==> src/rtl/pwl_pkg.sv <==
// Shared types and constants for the piecewise-linear evaluator.
// Used by the divider, the sequencer and the top level; no dependencies.
`default_nettype none
package pwl_pkg;
    localparam int DataWidth = 32;
    localparam int ResWidth  = 64;
    localparam int MagWidth  = 64;

    typedef enum logic [1:0] {
        OP_LOAD  = 2'd0,
        OP_EVAL  = 2'd1,
        OP_DELTA = 2'd2,
        OP_NONE  = 2'd3
    } opcode_t;

    // Signed-magnitude value as used by the arithmetic path.
    typedef struct packed {
        logic                neg;
        logic [MagWidth-1:0] mag;
    } smag_t;

    // Handshake between the sequencer and the shared divider.
    typedef struct packed {
        logic                start;
        logic [MagWidth-1:0] dividend;
        logic [32:0]         divisor;
    } div_req_t;

    typedef struct packed {
        logic                done;
        logic [MagWidth-1:0] quotient;
    } div_rsp_t;

    // Saturate a signed-magnitude value to the signed 64-bit range.
    function automatic logic [ResWidth-1:0] sm_sat(input smag_t a);
        logic [ResWidth-1:0] r;
        if (!a.neg) begin
            r = a.mag[MagWidth-1] ? {1'b0, {(ResWidth-1){1'b1}}} : a.mag;
        end else if (a.mag[MagWidth-1]) begin
            r = {1'b1, {(ResWidth-1){1'b0}}};
        end else begin
            r = ~a.mag + 64'd1;
        end
        return r;
    endfunction

    // Signed-magnitude addition.
    function automatic smag_t sm_add(input smag_t a, input smag_t b);
        smag_t r;
        if (a.neg == b.neg) begin
            r.neg = a.neg;
            r.mag = a.mag + b.mag;
        end else if (a.mag >= b.mag) begin
            r.neg = a.neg;
            r.mag = a.mag - b.mag;
        end else begin
            r.neg = b.neg;
            r.mag = b.mag - a.mag;
        end
        return r;
    endfunction

    // Signed 64-bit value to signed-magnitude form.
    function automatic smag_t sm_of(input logic [ResWidth-1:0] v);
        smag_t r;
        r.neg = v[ResWidth-1];
        r.mag = r.neg ? (~v + 64'd1) : v;
        return r;
    endfunction
endpackage
`default_nettype wire

==> src/rtl/pwl_divider.sv <==
// Radix-2 restoring divider: 64-bit unsigned dividend by 33-bit divisor.
// Depends on pwl_pkg; one quotient bit per cycle.
`default_nettype none
module pwl_divider
    import pwl_pkg::*;
(
    input  wire logic     aclk,
    input  wire logic     aresetn,
    input  wire div_req_t req,
    output div_rsp_t      rsp
);
    logic [MagWidth-1:0] quo_reg, quo_next;
    logic [33:0]         rem_reg, rem_next;
    logic [32:0]         dvs_reg, dvs_next;
    logic [6:0]          cnt_reg, cnt_next;
    logic                busy_reg, busy_next;
    logic                done_reg, done_next;
    logic [34:0]         trial;
    logic [33:0]         shifted;

    // One shift-and-subtract step per cycle.
    always_comb begin
        quo_next  = quo_reg;
        rem_next  = rem_reg;
        dvs_next  = dvs_reg;
        cnt_next  = cnt_reg;
        busy_next = busy_reg;
        done_next = 1'b0;
        shifted   = {rem_reg[32:0], quo_reg[MagWidth-1]};
        trial     = {1'b0, shifted} - {2'b00, dvs_reg};
        if (req.start) begin
            quo_next  = req.dividend;
            rem_next  = '0;
            dvs_next  = req.divisor;
            cnt_next  = 7'd0;
            busy_next = 1'b1;
        end else if (busy_reg) begin
            if (!trial[34]) begin
                rem_next = trial[33:0];
                quo_next = {quo_reg[MagWidth-2:0], 1'b1};
            end else begin
                rem_next = shifted;
                quo_next = {quo_reg[MagWidth-2:0], 1'b0};
            end
            cnt_next = cnt_reg + 7'd1;
            if (cnt_reg == 7'd63) begin
                busy_next = 1'b0;
                done_next = 1'b1;
            end
        end
    end

    always_ff @(posedge aclk) begin
        quo_reg <= quo_next;
        rem_reg <= rem_next;
        dvs_reg <= dvs_next;
        cnt_reg <= cnt_next;
        if (!aresetn) begin
            busy_reg <= 1'b0;
            done_reg <= 1'b0;
        end else begin
            busy_reg <= busy_next;
            done_reg <= done_next;
        end
    end

    assign rsp.done     = done_reg;
    assign rsp.quotient = quo_reg;
endmodule
`default_nettype wire

==> config.mk <==
export PLATFORM = sky130hd
export DESIGN_NAME = pwl_divider
export DESIGN_NICKNAME = d
export VERILOG_FILES = /design/src/rtl/pwl_pkg.sv /design/src/rtl/pwl_divider.sv
export SDC_FILE = /design/constraint.sdc
export NUM_CORES = 1
export LEC_CHECK = 0
export ABC_CLOCK_PERIOD_IN_PS = 3000
export BUFFER_PORTS_ARGS = -buffer_cell sky130_fd_sc_hd__buf_2
export CAP_MARGIN = 0
export CORE_AREA = 8 8 126 152
export DETAILED_ROUTE_END_ITERATION = 6
export DIE_AREA = 0 0 134 160
export GPL_TIMING_DRIVEN = 1
export HOLD_SLACK_MARGIN = 0.02
export PLACE_DENSITY = 0.66
export SLEW_MARGIN = 0
export SYNTH_ARGS = -nofsm -noshare
export SYNTH_HDL_FRONTEND = slang
export SYNTH_SLANG_ARGS = --single-unit
export TNS_END_PERCENT = 100
==> constraint.sdc <==
create_clock -name aclk -period 3 [get_ports aclk]
set_input_delay 0.3 -clock aclk [delete_from_list [all_inputs] [get_ports aclk]]
set_output_delay 0.3 -clock aclk [all_outputs]
set_load 0.01 [all_outputs]
== Yosys cells after proc, flatten, opt, wreduce, memory -nomap -nowiden ==
Index checks and enable logic that the tools add are counted.
Cells by class
  add/subtract/negate cells: 2
  equal/unequal tests: 1
  mux-type cells: 8
  bitwise operators: 2
  reductions and logical operators: 2
Operators with widths (number)
  $mux W64: 2
  $sub A34 B33 Y35: 1
  $mux W33: 1
  $add A7 B1 Y7 const B: 1
  $eq A7 B6 Y1 const B: 1
  $mux W1: 5
  $reduce_or A3 Y1: 1
  $not A1 Y1: 2
  $reduce_bool A2 Y1: 1
Word-level totals
  bits in registers: 139
  input port bits: 100
  output and inout port bits: 65
  word-level logic and storage cells: 21

== Logic depth before layout (Yosys ltp) ==
  depth in word-level cells: 4
  mapped depth: 14
  mapped depth without buffers: 13

== Worst setup path before layout ==
No wires, ideal clock.
  kind: register to register
  start point: register quo_reg[63]
  end point: register rem_reg[1]
  library setup time: 139 ps
  data arrival time: 2691 ps
  required time: 2861 ps
  setup slack: 170 ps
  stages on the path, launching flop included: 15
  buffers on the path: 1
  clock period less this slack: 2830 ps
  path through: edfxtp_1 > inv_1 > ha_1 > inv_1 > fa_1 > a21o_1 > nand4_1 > nand2_1 > a21oi_1 > or3_4 > a21oi_4 > nor2_1 > buf_2 > mux2i_1 > a211oi_1
On the way
  word-level cells in the longest chain between the ends: 2
Ends and longest elaborated chain
  start: declaration: RTL line pwl_divider.sv:12  | logic [MagWidth-1:0] quo_reg, quo_next;
  start signal: assignment: RTL line pwl_divider.sv:54  | quo_reg <= quo_next;
  $sub A34 B33 Y35: RTL line pwl_divider.sv:30  | trial = {1'b0, shifted} - {2'b00, dvs_reg};
  $mux W33: RTL line pwl_divider.sv:38  | if (!trial[34]) begin
  end signal: assignment: RTL line pwl_divider.sv:55  | rem_reg <= rem_next;
  end: declaration: RTL line pwl_divider.sv:13  | logic [33:0] rem_reg, rem_next;
No other way between the ends.
A chain may end at the register's enable or synchronous reset.

== Worst setup path in the final report ==
  start point: register quo_reg[63]
  end point: register rem_reg[25]
Same word-level chain as after synthesis.

==> summary.md <==
| Metric | Value |
|---|---|
| Root Driver | clkbuf_16 |
| Seq/Total Area, Yosys | 50.9% |
| Leak | 4.07 nW |
| Setup ws final | between 0.1 and 0.15 ns |
| Initial antenna violation count | 3 |
| Commonest cells post-synth | edfxtp_1 (97), mux2_2 (64), nor2_1 (57) |
| Hold crit path type | primary input to flip-flop |
| Share of layout cells above drive strength 1 | a little under two fifths |
| Pre-CTS setup slack | 0.0596 ns |
| Area Overhead vs Synth | 26.4% |
| Final setup TNS | 0 ns |
| Share of synthesized registers carrying an async set or reset | 0% |
| Fin. max-slew vios | 0 |
| R2r endpoint | rem_reg[25]$_SDFFE_PP0P_ |
| Die ar. | 21400 um^2 |
| Crit share post-route | between 90% and 100% |
| CTS clk-pin slew, worst paths | around 0.070 ns |
| CP startpoint kind | flip-flop |
| Area leader, netlist | edfxtp_1 |
| Final setup fails | 0 |
| Ranking of synthesized cells by area | edfxtp_1 (39%), dfxtp_1 (11%), mux2_2 (9.8%) |
| DR iter-0 viols | 345 |
| CTS Buf Count | 17 |
| Starting Density | 44.5% |
| DRC violations left | 0 |
| Status | finished clean |
| Worst vdd ir | 0.379 mV |
| Max FO, Critical Path | 5 |
| CTS tree | yes |
| Post-synth top area share | 39.5% |
| CORE AREA | 16600 um^2 |
| Most common cell in the netlist | edfxtp_1 |
| FF-to-FF path depth | 14 |
| Syn_nets | between 700 and 800 |
| Data arrival time of the critical path | 3.19 ns |
| Nets | 983 |
| Wire per inst | approximately 18 um |
| Average vias per placed instance | about 5.4 |
| Count of final hold-check violations | 0 |
| Mapped Area | 7380 um^2 |
| Number of synthesized flops with an enable pin | 97 |
| Vias | 5811 |
| Reg2reg start | quo_reg[63]$_DFFE_PP_ |
| Mean post-synth cell area | roughly 11 um^2 |
| Vias in the first global route | 6222 |
| Total track usage | 18.0% |
| WP data required | 3.32 ns |
| Register bit total from synthesis | 139 |
| Slew HR | 51.1% |
| Hold Crit Start | req[31] |
| CTS max path bufs | 2 |
| Die width | 134 um |
| Cell variety after synth | 57 |
| Max reg flops | 64 |
| Cell Area, Placed | slightly below 9000 um^2 |
| Max incr delay on CP | 0.39 ns |
| Fin Hold WS | around 0.052 ns |
| Dominant synthesized flop cell | edfxtp_1 |
| Site row count | 52 |
| H-tree Lvls | 4 |
| GRT overflow | 0 |
| RSZ-0062 raised after global routing | false |
| ANT nets after route | 0 |
| Peak Freq | 348 MHz |
| R2R Setup Slk | ~0.13 ns |
| Synthesized instance count | 659 |
| I/O Pins | roughly 170 |
| Routability cong. | 0.925 |
| CP Buf/Inv Count | 3 |
| Buffers on Ports | 164 |
| Cell family with most CP delay | simple AND/OR/NAND/NOR gates |
| Pre-Repair DR Iteration Count | 5 |
| CP Capture Type | flip-flop |
| Critical-path cell list | inv_1 > ha_1 > inv_2 > fa_2 > a21o_1 > nand4_1 > nand2_1 > a21oi_2 > buf_4 > or3_4 > a21oi_4 > nor2_4 > or3b_1 > a311oi_2 |
| Hpwl dp | between 10 and 15 mm |
| WL final | 19.4 mm |
| Worst-Margin Slew | 0.734 ns |
| Filler cells | 1412 |
| Slowest cell on the critical path | or3_4 |
| Die height | approximately 160 um |
| Hold buffers post-CTS | 0 |
| Hold path depth | 1 |
| YS warnings | 0 |
| Finished Cell Area | 9330 um^2 |
| First-pass GRT wire length | about 31 mm |
| Clock Latency Late Sink | 0.42 ns |
| Hold Path Sink | dvs_reg[31]$_DFFE_PP_ |
| Final Skew | 0.0134 ns |
| Minimum clock period | 2.87 ns |
| CTS Sinks | 139 |
| Max-cap violations | 0 |
| Pwr dens | 611 nW/um^2 |
| Type of the worst setup path | flip-flop to flip-flop |
| Largest net degree at the start of global routing | between 100 and 150 |
-- worst max-delay path by stage --
stage | start | slack, ns | end | depth (start not counted)
after floorplan | quo_reg[63]$_DFFE_PP_ | 0.17 | rem_reg[1]$_SDFFE_PP0P_ | 14
after global placement | dvs_reg[21]$_DFFE_PP_ | 0.15 | rem_reg[16]$_SDFFE_PP0P_ | 11
after detailed placement | dvs_reg[21]$_DFFE_PP_ | 0.06 | rem_reg[16]$_SDFFE_PP0P_ | 11
after CTS | dvs_reg[21]$_DFFE_PP_ | 0.01 | rem_reg[16]$_SDFFE_PP0P_ | 11
after global routing | quo_reg[63]$_DFFE_PP_ | 0.001 | rem_reg[0]$_SDFFE_PP0P_ | 15
final | quo_reg[63]$_DFFE_PP_ | 0.13 | rem_reg[25]$_SDFFE_PP0P_ | 14
-- stage by stage --
| stage | total power, mW | std cells | utilization, % |
|---|---|---|---|
| global placement | 3.62 | 1041 | 52.2 |
| global route | 5.96 | 1078 | 56.2 |
| CTS | 5.70 | 1073 | 55.5 |
| floorplan | 3.18 | 659 | - |
| detailed placement | 3.65 | 1041 | 52.2 |
| finish | 5.70 | 1078 | 56.2 |
-- cells in the final DEF, fill, tap and decap left out, types with 5 or more instances in the layout --
cell type	instances
nand4_1	9
o21ai_1	6
clkbuf_16	18
a211oi_1	31
ha_1	32
nand3_1	9
xor2_1	12
buf_4	34
edfxtp_1	97
nand2b_1	5
nor3_1	7
o21ai_0	13
a21oi_1	45
dfxtp_1	41
mux2_2	64
inv_6	6
mux2i_1	28
inv_1	41
buf_2	163
xnor2_1	17
nand2_1	33
a21o_1	8
nor2_1	56
-- cell type report --
type | instances | area (um^2) | area share [%]
diodes | 1 | 2.50 | 0.0268
clock inverters | 14 | 133 | 1.42
multi-input cells | 445 | 3400 | 36.5
flip-flops and latches | 139 | 3750 | 40.3
repair buffers | 202 | 1180 | 12.6
well taps | 216 | 270 | 2.90
clock buffers | 18 | 429 | 4.60
inverters | 43 | 161 | 1.73
-- worst register-to-register path, cell delays in order (launching register included) --
cell      delay (ns)
edfxtp_1        0.36
inv_1           0.05
ha_1            0.20
inv_2           0.06
fa_2            0.21
a21o_1          0.13
nand4_1         0.10
nand2_1         0.13
a21oi_2         0.06
buf_4           0.16
or3_4           0.39
a21oi_4         0.21
nor2_4          0.09
or3b_1          0.40
a311oi_2        0.24
-- report_power, final --
group / internal, mW / switching (mW) / total (mW)
logic: 0.610 / 0.693 / 1.30
clock network: 1.16 / 0.879 / 2.04
registers: 2.26 / 0.104 / 2.36
-- logic make-up after synthesis --
logic type               share of synthesized area (%)
XOR/XNOR                                          3.44
adder cells (fa/ha/maj)                           6.04
AO/OA/AOI/OAI                                     12.4
multiplexers                                      13.9
flip-flops                                        50.9
buffers and inverters                             3.97
AND/OR/NAND/NOR                                   9.40
-- layer usage --
layer  global-route usage, %  part of all wire [%]  vias to the layer above
met3                    8.32                   9.4                       44
li1                        -                     -                     2814
met5                       0                  0.14                        -
met4                    6.96                   2.1                        4
met2                    30.4                    49                      234
met1                    19.1                    39                     2715
-- repair_timing --
action	CTS	global route
gates resized for setup	0	15
buffers inserted	0	3
setup endpoints to repair	0	27
(Power assumes the default switching activity.)
